==> config.mk <==
export PLATFORM = sky130hd
export DESIGN_NAME = block_bitmap_allocator_unit
export DESIGN_NICKNAME = d
export VERILOG_FILES = /design/src/hw/rtl/bba_pkg.sv /design/src/hw/rtl/bba_ram.sv /design/src/hw/rtl/block_bitmap_allocator_unit.sv
export SDC_FILE = /design/constraint.sdc
export NUM_CORES = 2
export LEC_CHECK = 0
export BUFFER_PORTS_ARGS = -buffer_cell sky130_fd_sc_hd__buf_2
export CORE_MARGIN = 4
export CORE_UTILIZATION = 65
export CTS_BUF_LIST = sky130_fd_sc_hd__clkbuf_2 sky130_fd_sc_hd__clkbuf_4 sky130_fd_sc_hd__clkbuf_8
export CTS_CLUSTER_DIAMETER = 80
export DETAILED_ROUTE_END_ITERATION = 12
export GPL_TIMING_DRIVEN = 0
export PLACE_DENSITY = 0.81
export SLEW_MARGIN = 5
export SYNTH_ARGS = -nofsm -noshare
export SYNTH_HDL_FRONTEND = slang
export SYNTH_SLANG_ARGS = --single-unit
==> constraint.sdc <==
create_clock -name clk -period 4.5 [get_ports clk]
set_input_delay 0.225 -clock clk [delete_from_list [all_inputs] [get_ports clk]]
set_output_delay 0.225 -clock clk [all_outputs]
set_load 0.01 [all_outputs]
==> src/hw/rtl/bba_pkg.sv <==
// shared types and codes for the block bitmap allocator
package bba_pkg;

	typedef enum logic [1:0] {
		OP_MARK_USED  = 2'd0,
		OP_MARK_FREE  = 2'd1,
		OP_FIND_FREE  = 2'd2,
		OP_COUNT_FREE = 2'd3
	} opcode_t;

	typedef enum logic [1:0] {
		ST_OK        = 2'd0,
		ST_RANGE     = 2'd1,
		ST_NONE_FREE = 2'd2
	} status_t;

	typedef enum logic [2:0] {
		S_CLEAR,
		S_IDLE,
		S_MARK_DIV,
		S_MARK_RD,
		S_MARK_MOD,
		S_FIND,
		S_RESULT
	} state_t;

	localparam int IDX_W   = 10;
	localparam int COUNT_W = 11;

endpackage

==> src/hw/rtl/bba_ram.sv <==
// generic single-port-write ram with registered read
module bba_ram #(
	parameter int WIDTH = 32,
	parameter int DEPTH = 32
) (
	input  logic                                   clk,
	input  logic                                   we,
	input  logic [(DEPTH > 1 ? $clog2(DEPTH) : 1)-1:0] waddr,
	input  logic [WIDTH-1:0]                       wdata,
	input  logic [(DEPTH > 1 ? $clog2(DEPTH) : 1)-1:0] raddr,
	output logic [WIDTH-1:0]                       rdata
);

	logic [WIDTH-1:0] mem [DEPTH];

	always_ff @(posedge clk) begin
		if (we) begin
			mem[waddr] <= wdata;
		end
		rdata <= mem[raddr];
	end

endmodule

==> src/hw/rtl/block_bitmap_allocator_unit.sv <==
// top level of the block bitmap allocator
//
// One used/free bit per storage block, held in a word-wide bitmap ram, plus a
// running count of free blocks. A request transaction on in_valid/in_ready
// carries opcode and block_index; every request gives exactly one result
// transaction on out_valid/out_ready with status, found_index and free_count.
// Requests are served one at a time.
// Steps from request accept to result valid:
//   count free: no bitmap access, straight to the result
//   mark used / mark free: word index, ram read, read-modify-write, result
//   find first free: one bitmap word per cycle
//   through the ram read port, stopping at the first word with a free block or at the last word
// With the defaults (1024 blocks, 32-bit words) a find reads at most 32 words.
// After reset the bitmap ram is cleared one word per cycle, all NUM_WORDS words
// (32 with the defaults), while in_ready stays low; the free count starts at
// NUM_BLOCKS. The result sits in an output register: a stalled receiver does
// not block accepting the next request, but that request's result waits until
// the previous one has been taken.
module block_bitmap_allocator_unit #(
	parameter int NUM_BLOCKS = 1024,
	parameter int WORD_BITS  = 32
) (
	input  logic                             clk,
	input  logic                             arst_n,
	input  logic                             in_valid,
	output logic                             in_ready,
	input  bba_pkg::opcode_t                 opcode,
	input  logic [bba_pkg::IDX_W-1:0]        block_index,
	output logic                             out_valid,
	input  logic                             out_ready,
	output bba_pkg::status_t                 status,
	output logic [bba_pkg::IDX_W-1:0]        found_index,
	output logic [bba_pkg::COUNT_W-1:0]      free_count
);

	import bba_pkg::*;

	localparam int NUM_WORDS = (NUM_BLOCKS + WORD_BITS - 1) / WORD_BITS;
	localparam int AW        = NUM_WORDS > 1 ? $clog2(NUM_WORDS) : 1;
	localparam int BW        = $clog2(WORD_BITS);
	localparam int BLK_W     = $clog2(NUM_BLOCKS);
	localparam int CW        = $clog2(NUM_BLOCKS + 1);
	localparam int LAST_BITS = NUM_BLOCKS - (NUM_WORDS - 1) * WORD_BITS;
	localparam logic [WORD_BITS-1:0] LAST_MASK =
		{WORD_BITS{1'b1}} >> (WORD_BITS - LAST_BITS);
	localparam logic [AW-1:0] LAST_WORD = AW'(NUM_WORDS - 1);
	localparam int DIV_SHIFT = 17;
	localparam int DIV_MUL   = ((1 << DIV_SHIFT) + WORD_BITS - 1) / WORD_BITS;
	localparam int PROD_W    = IDX_W + 15;
	localparam int QW        = PROD_W - DIV_SHIFT;

	state_t state_q, state_d;

	logic [AW-1:0]        clr_q;
	logic [CW-1:0]        free_total_q;
	logic                 out_valid_q;
	logic                 chk_v_q;
	logic [AW:0]          issue_q;
	logic [AW-1:0]        chk_word_q;

	opcode_t              op_q;
	logic [IDX_W-1:0]     idx_q;
	logic [QW-1:0]        quo_q;
	logic [BW-1:0]        bit_q;
	status_t              st_q;
	logic [AW-1:0]        found_word_q;
	logic [BW-1:0]        found_bit_q;
	status_t              status_q;
	logic [IDX_W-1:0]     found_index_q;
	logic [COUNT_W-1:0]   free_count_q;

	logic                 we;
	logic [AW-1:0]        waddr;
	logic [WORD_BITS-1:0] wdata;
	logic [AW-1:0]        raddr;
	logic [WORD_BITS-1:0] rdata;

	logic [PROD_W-1:0]    prod;
	logic                 out_of_range;
	logic [WORD_BITS-1:0] free_vec;
	logic                 any_free;
	logic [BW-1:0]        first_free;
	logic                 old_used;
	logic                 want_used;
	logic                 result_load;
	logic [BLK_W-1:0]     found_full;

	bba_ram #(
		.WIDTH(WORD_BITS),
		.DEPTH(NUM_WORDS)
	) u_bitmap (
		.clk  (clk),
		.we   (we),
		.waddr(waddr),
		.wdata(wdata),
		.raddr(raddr),
		.rdata(rdata)
	);

	assign prod         = PROD_W'(idx_q) * PROD_W'(DIV_MUL);
	assign out_of_range = 17'(idx_q) >= 17'(NUM_BLOCKS);
	assign free_vec     = ~rdata & ((chk_word_q == LAST_WORD) ? LAST_MASK : {WORD_BITS{1'b1}});
	assign any_free     = |free_vec;
	assign old_used     = rdata[bit_q];
	assign want_used    = (op_q == OP_MARK_USED);
	assign found_full   = BLK_W'(found_word_q) * BLK_W'(WORD_BITS) + BLK_W'(found_bit_q);

	// lowest free bit of the checked word
	always_comb begin
		first_free = '0;
		for (int i = WORD_BITS - 1; i >= 0; i--) begin
			if (free_vec[i]) begin
				first_free = BW'(i);
			end
		end
	end

	always_comb begin
		state_d     = state_q;
		in_ready    = 1'b0;
		we          = 1'b0;
		waddr       = clr_q;
		wdata       = '0;
		raddr       = chk_word_q;
		result_load = 1'b0;
		case (state_q)
			S_CLEAR: begin
				we = 1'b1;
				if (clr_q == LAST_WORD) begin
					state_d = S_IDLE;
				end
			end
			S_IDLE: begin
				in_ready = 1'b1;
				if (in_valid) begin
					case (opcode)
						OP_MARK_USED, OP_MARK_FREE: state_d = S_MARK_DIV;
						OP_FIND_FREE:               state_d = S_FIND;
						default:                    state_d = S_RESULT;
					endcase
				end
			end
			S_MARK_DIV: begin
				state_d = out_of_range ? S_RESULT : S_MARK_RD;
			end
			S_MARK_RD: begin
				raddr   = AW'(quo_q);
				state_d = S_MARK_MOD;
			end
			S_MARK_MOD: begin
				waddr   = AW'(quo_q);
				wdata   = rdata;
				wdata[bit_q] = want_used;
				we      = (old_used != want_used);
				state_d = S_RESULT;
			end
			S_FIND: begin
				raddr = issue_q[AW-1:0];
				if (chk_v_q && (any_free || chk_word_q == LAST_WORD)) begin
					state_d = S_RESULT;
				end
			end
			S_RESULT: begin
				if (!out_valid_q || out_ready) begin
					result_load = 1'b1;
					state_d     = S_IDLE;
				end
			end
			default: begin
				state_d = S_IDLE;
			end
		endcase
	end

	always_ff @(posedge clk or negedge arst_n) begin
		if (!arst_n) begin
			state_q <= S_CLEAR;
		end else begin
			state_q <= state_d;
		end
	end

	always_ff @(posedge clk or negedge arst_n) begin
		if (!arst_n) begin
			clr_q        <= '0;
			free_total_q <= CW'(NUM_BLOCKS);
			out_valid_q  <= 1'b0;
			chk_v_q      <= 1'b0;
			issue_q      <= '0;
		end else begin
			if (state_q == S_CLEAR) begin
				clr_q <= clr_q + 1'b1;
			end
			if (state_q == S_IDLE) begin
				chk_v_q <= 1'b0;
				issue_q <= '0;
			end
			if (state_q == S_FIND) begin
				chk_v_q <= 1'b1;
				issue_q <= issue_q + 1'b1;
			end
			if (state_q == S_MARK_MOD && old_used != want_used) begin
				free_total_q <= want_used ? free_total_q - 1'b1 : free_total_q + 1'b1;
			end
			if (result_load) begin
				out_valid_q <= 1'b1;
			end else if (out_ready) begin
				out_valid_q <= 1'b0;
			end
		end
	end

	always_ff @(posedge clk) begin
		case (state_q)
			S_IDLE: begin
				op_q         <= opcode;
				idx_q        <= block_index;
				st_q         <= ST_OK;
				found_word_q <= '0;
				found_bit_q  <= '0;
			end
			S_MARK_DIV: begin
				quo_q <= prod[DIV_SHIFT +: QW];
				if (out_of_range) begin
					st_q <= ST_RANGE;
				end
			end
			S_MARK_RD: begin
				bit_q <= BW'(idx_q - IDX_W'(IDX_W'(quo_q) * IDX_W'(WORD_BITS)));
			end
			S_FIND: begin
				chk_word_q <= issue_q[AW-1:0];
				if (chk_v_q && any_free) begin
					found_word_q <= chk_word_q;
					found_bit_q  <= first_free;
				end else if (chk_v_q && chk_word_q == LAST_WORD) begin
					st_q <= ST_NONE_FREE;
				end
			end
			default: begin
			end
		endcase
		if (result_load) begin
			status_q      <= st_q;
			found_index_q <= IDX_W'(found_full);
			free_count_q  <= COUNT_W'(free_total_q);
		end
	end

	assign out_valid   = out_valid_q;
	assign status      = status_q;
	assign found_index = found_index_q;
	assign free_count  = free_count_q;

endmodule

Word level (Yosys, flattened, before mapping)

Memories as Yosys holds them, arrays and structs flattened. A register that Yosys moved wholly into a read port is not among the register bits.
Cells that the tools add are included.

Add/sub/neg operators: 6
Order comparisons: 2
Equal/unequal tests: 18
Muxes and demuxes: 66
Bitwise logic cells: 1
Reduce and logical (&&, ||, !) cells: 18

Operators with widths:

| operator                                                   | count |
|---|---|
| two-way mux 5 bit                                          | 35 |
| bitwise mux 32 bit                                         | 1 |
| two-way mux 32 bit                                         | 1 |
| NOT 32 bit                                                 | 1 |
| OR reduction 32 bit                                        | 1 |
| one-hot mux 5 bit (2 select lines)                         | 3 |
| one-hot mux 3 bit (7 select lines)                         | 1 |
| two-way mux 3 bit                                          | 4 |
| two-way mux 6 bit                                          | 2 |
| adder 11 x 1 -> 11 bit, second input constant              | 1 |
| two-way mux 1 bit                                          | 11 |
| two-way mux 11 bit                                         | 1 |
| subtractor 11 x 1 -> 11 bit, second input constant         | 1 |
| adder 10 x 5 -> 10 bit                                     | 1 |
| == test 5 bit, second input constant                       | 2 |
| != test 2 bit, second input constant                       | 5 |
| == test 3 bit, second input constant                       | 3 |
| adder 6 x 1 -> 6 bit, second input constant                | 1 |
| == test 3 x 2 -> 1 bit, second input constant              | 2 |
| less-than comparator 5 x 6 -> 1 bit, second input constant | 1 |
| one-hot mux 3 bit (2 select lines)                         | 1 |
| adder 5 x 1 -> 5 bit, second input constant                | 1 |
| binary-select mux 1 bit (select 5 bit)                     | 1 |
| demux 1 bit (select 5 bit)                                 | 1 |
| 20 further kinds                                           | 29 |

Register bits: 89
Memory bits (writable): 1024
Input bits: 16
Output and inout bits: 25
Logic and storage cells: 129
Memories: 1

Memory list:

| memory       | depth | bits a word | read ports | clocked after memory_dff | wr ports | line          | source |
|---|---|---|---|---|---|---|---|
| u_bitmap.mem | 32    | 32          | 1          | 1                        | 1        | bba_ram.sv:14 | `logic [WIDTH-1:0] mem [DEPTH];` |

Depth between registers and ports, before layout

Depth after elaboration: 35
Mapped depth: 14
Gate-level depth less buffers: 11

Cells and area by module

Synthesis repeated with hierarchy kept, for this count alone.

Cell total of the unflattened synthesis: 2749
Area total of the unflattened synthesis: 45481.1 µm²

By module, submodules not included:

| module                      | times used | cells each | area an instance (µm²) | sequential area each (µm²) |
|---|---|---|---|---|
| bba_ram                     | 1          | 2260       | 40485.1                | 31390.1 |
| block_bitmap_allocator_unit | 1          | 489        | 4996.0                 | 2453.6 |

Worst setup path before layout

Ideal clock, no wire load.

Path type: register to register
Start point: register bit_q[1]
End point: memory u_bitmap.mem[4][0], enable pin
Setup time: 0.421 ns
Arrival time: 3.438 ns
Slack: 0.641 ns
Stages on the path, launching flop included: 9
Period minus slack after synthesis: 3.859 ns
Path through: edfxtp_1 -> buf_2 -> mux4_2 -> a32oi_1 -> nand4_1 -> xnor2_1 -> o21ai_1 -> o21ai_1 -> nor2_1

Cells in the longest elaborated chain, start to end: 6

RTL lines:

| item                                    | line                               | source |
|---|---|---|
| from (decl)                             | block_bitmap_allocator_unit.sv:64  | `logic [BW-1:0] bit_q;` |
| from (signal assigned)                  | block_bitmap_allocator_unit.sv:229 | `bit_q <= BW'(idx_q - IDX_W'(IDX_W'(quo_q) * IDX_W'(WORD_BITS)));` |
| binary-select mux 1 bit (select 5 bit)  | block_bitmap_allocator_unit.sv:104 | `assign old_used = rdata[bit_q];` |
| two-way mux 1 bit (not written as such) | block_bitmap_allocator_unit.sv:104 |  |
| != test 1 bit                           | block_bitmap_allocator_unit.sv:154 | `we = (old_used != want_used);` |
| one-hot mux 1 bit (2 select lines)      | block_bitmap_allocator_unit.sv:126 | `case (state_q)` |
| two-way mux 1 bit                       | bba_ram.sv:17                      | `if (we) begin` |
| two-way mux 1 bit (not written as such) | bba_ram.sv:18                      | `mem[waddr] <= wdata;` |
| to (decl)                               | bba_ram.sv:14                      |  |

No other way between the ends. The select of a mux whose other input is x is not followed.

Final worst setup path

Start point: register op_q[1]
End point: register free_total_q[8]

Cells in the longest elaborated chain, start to end: 3

RTL lines:

| item                   | line                               | source |
|---|---|---|
| from (decl)            | block_bitmap_allocator_unit.sv:61  | `opcode_t op_q;` |
| from (signal assigned) | block_bitmap_allocator_unit.sv:216 | `op_q <= opcode;` |
| logical NOT 2 bit *    | block_bitmap_allocator_unit.sv:105 | `assign want_used = (op_q == OP_MARK_USED);` |
| != test 1 bit          | block_bitmap_allocator_unit.sv:202 | `if (state_q == S_MARK_MOD && old_used != want_used) begin` |
| logical AND 1 bit      | block_bitmap_allocator_unit.sv:202 |  |
| to (signal assigned)   | block_bitmap_allocator_unit.sv:186 | `free_total_q <= CW'(NUM_BLOCKS);` |
| to (signal assigned)   | block_bitmap_allocator_unit.sv:203 | `free_total_q <= want_used ? free_total_q - 1'b1 : free_total_q + 1'b1;` |
| to (decl)              | block_bitmap_allocator_unit.sv:55  | `logic [CW-1:0] free_total_q;` |

Every way passes the cells marked *; elsewhere a longest branch is shown, timed or not.
A chain may end at the register's enable or synchronous reset.

==> flow_summary.toml <==
[grt]
grt_remaining_overflow = 0
met1_usage_pct = 42.3
use_met2_pct = 48.3
antenna_found_initial = 2
grt_use_total_pct = 31.5
top_usage_layer = "met2"
met3_usage_pct = 8.20
grt_max_degree = 33
first_global_vias = 27000
grt_pass1_wl_um = 173000

[drt]
drc = 0
vias = 27100
drtIter0Drc = 3700
wl_um = 118000
drtPass1Iterations = 6
routed_via_density = 6.67
wl_per_cell_um = 29.1
ant_nets = 0

[die]
die_y_um = 275
die_area_sq_um = 75500
rows = 97
initial_utilization_pct = 65.8
die_w_um = 275
core-area_sq_um = 70300
io_pins = 41

[yosys]
synthesis.area_sq_um = 46300
yosysWarnings = 0
synth_edf_count = 1084
ys_ff_latch = 1142
syn-instance-count = 2698
synth_top_area_share_pct = 70.3
ys_async_sr_fraction_pct = 2.28
syn_nets = 2727
synth_area_leader_cell = "edfxtp_1"
synth.yosys.seq_area_share_pct = 73.1
synth_area_leaders = "edfxtp_1, mux2i_1, mux2_2"
synth_ff_type = "edfxtp_1"
synthDistinctLibCells = 66
synth.most_common_cell = "edfxtp_1"
synthTopCellsByCount = "edfxtp_1, mux2i_1, mux2_2"
syn-mean-instance-area_sq_um = 17.2

[worst_setup_path]
arrival_ps = 5070
crit_fanout = 18
worst-endpoint-required_ps = 5220
worstSetupPathType = "register to register"
crit_slowest_cell = "clkbuf_1"
critPathLaunchType = "register"
endpoint_kind = "register"
slowest_delay_ps = 500
worstPathCellList = "or2_2 -> clkbuf_1 -> inv_1 -> clkbuf_1 -> clkbuf_4 -> ha_1 -> nor2b_1 -> o21a_1 -> o21ai_0 -> a21oi_1 -> o21ai_0 -> and2_1 -> xnor2_1 -> mux2_1"

[clocking]
clk_latency_ps = 840
numCtsBuffers = 171
clkSlewWorstSetupHoldPaths_ps = 70
cts-root-buf = "clkbuf_8"
h-tree-depth = 4
cts.sinks = 1142
cts_tree = "yes"
cts.path.max_buffers = 3

[place]
placed_area_sq_um = 49200
place_ws_ps = -283
globalplace.congestion = 1.04
place_hpwl_um = 76600
port_buffers = 39
dp.cells = 3735

[sta]
setup_viol = 0
period_share_pct = 96.8
relSlewSlack_pct = 29.6
hold_viol_final = 0
max_freq_mhz = 230
worst_pin_slew_ps = 1050
fin_setup_tns_ps = 0
fin_skew_ps = 36.4
fin_hold_ws_ps = 129
slew_violations = 0
fin_ws_ps = 144
period_minus_slack_ps = 4360

[layout]
drive_above_1_share_pct = 24.2
area_growth_pct = 13.9
num-fill-cells = 3825
fin_area_sq_um = 52700
final_cell_count_no_fill = 4061
multi_input_area_sq_um = 11900
fin_nets = 3016
seqCellArea_sq_um = 33800
finish.utilization_pct = 75.0

[power]
power_density_nw_per_um2 = 754
power_mw = 39.7
ir_drop_uv = 406
total_leakage_power_nw = 18.6

[flow_run]
maxCapViolations = 0

[min_path]
hold_class = "input pin to register"

[run_status]
status = "finished, final reports clean"
-- layout make-up --
cell class / count / share of cell area [%]
clock buffer: 237 / 5.51
buffer: 158 / 1.64
multi-input combinational: 1379 / 22.7
clock inverter: 68 / 0.727
antenna: 2 / 0.00950
tap: 940 / 2.23
timing repair buffer: 116 / 2.82
inverter: 19 / 0.135
sequential: 1142 / 64.2
-- kinds of logic (layout without fill, tap and decap cells) --
kind of cell	Yosys count	count (layout)	synth area share, %
xor+xnor	12	12	0.227
simple gates	314	314	3.12
other cells	1	3	0.00810
fa+ha+maj	13	13	0.368
compound gates	408	408	6.63
flops	1142	1142	73.1
buf+inv	177	598	2.02
mux	631	631	14.5
-- power breakdown --
group | switching (mW) | internal [mW]
Sequential | 0.512 | 13.7
Combinational | 11.1 | 6.22
Clock | 3.84 | 4.29
-- metal layers --
metal  share of wire (%)  vias up
met1                  37    13400
met2                  46     1878
met3                  12      380
met4                 5.9        2
li1                    -    11400
met5              0.0093        -
-- what timing repair did --
action                                  in CTS  in global routing
pin swaps                                    0                  2
gates resized for setup                      1                  6
buffers inserted                             0                  2
hold endpoints to repair                    42                  0
hold buffers                                17                  0
endpoints found under the setup margin       4                368
-- final timing paths --
| check | start | end | slack (ps) | cells past startpoint |
|---|---|---|---|---|
| hold reg to reg | found_word_q[3]$_SDFFCE_PN0P_ | found_index[8]$_DFFE_PP_ | 420 | 0 |
| setup reg to reg | op_q[1]$_DFFE_PP_ | free_total_q[8]$_DFFE_PN0P_ | 140 | 14 |
| setup / recovery | op_q[1]$_DFFE_PP_ | free_total_q[8]$_DFFE_PN0P_ | 140 | 14 |
| max in group asynchronous | arst_n | state_q[0]$_DFFE_PN0P_ | 3820 | 4 |
| min in group asynchronous | arst_n | free_total_q[8]$_DFFE_PN0P_ | 490 | 4 |
| hold / removal | block_index[1] | idx_q[1]$_DFFE_PP_ | 130 | 2 |
-- critical path, delay by kind of cell, from the launching register on --
family | cells | cell delay, ps
flip-flops | 1 | 340
AO/OA/AOI/OAI | 4 | 900
AND/OR/NAND/NOR | 3 | 640
adder cells (fa/ha/maj) | 1 | 330
buffers and inverters | 4 | 1690
XOR/XNOR | 1 | 60
multiplexers | 1 | 290
-- cells in the final DEF, fill, tap and decap left out, types with 18 or more instances in the layout --
master	instances
buf_2	80
buf_12	26
edfxtp_1	1084
dfrtp_1	25
buf_8	20
buf_6	25
a221oi_1	31
o211a_1	31
clkbuf_8	180
nor2_4	33
a22oi_1	67
buf_4	19
o221ai_1	64
o32ai_1	31
nand3_1	34
a21oi_1	23
nor2_1	62
a21oi_2	20
o21ai_0	45
a211oi_1	33
nand2_1	93
clkbuf_1	68
mux2i_1	392
clkinv_1	44
inv_1	18
dfxtp_1	32
clkbuf_4	58
mux2_2	226
-- flip-flops by register name (all words and copies together), names as in the netlist, 10 cells and up --
register        count
u_bitmap.rdata     32
u_bitmap.mem     1024
free_total_q       11
idx_q              10
free_count         11
found_index        10
Note: power is estimated with default switching activity, not from simulation.
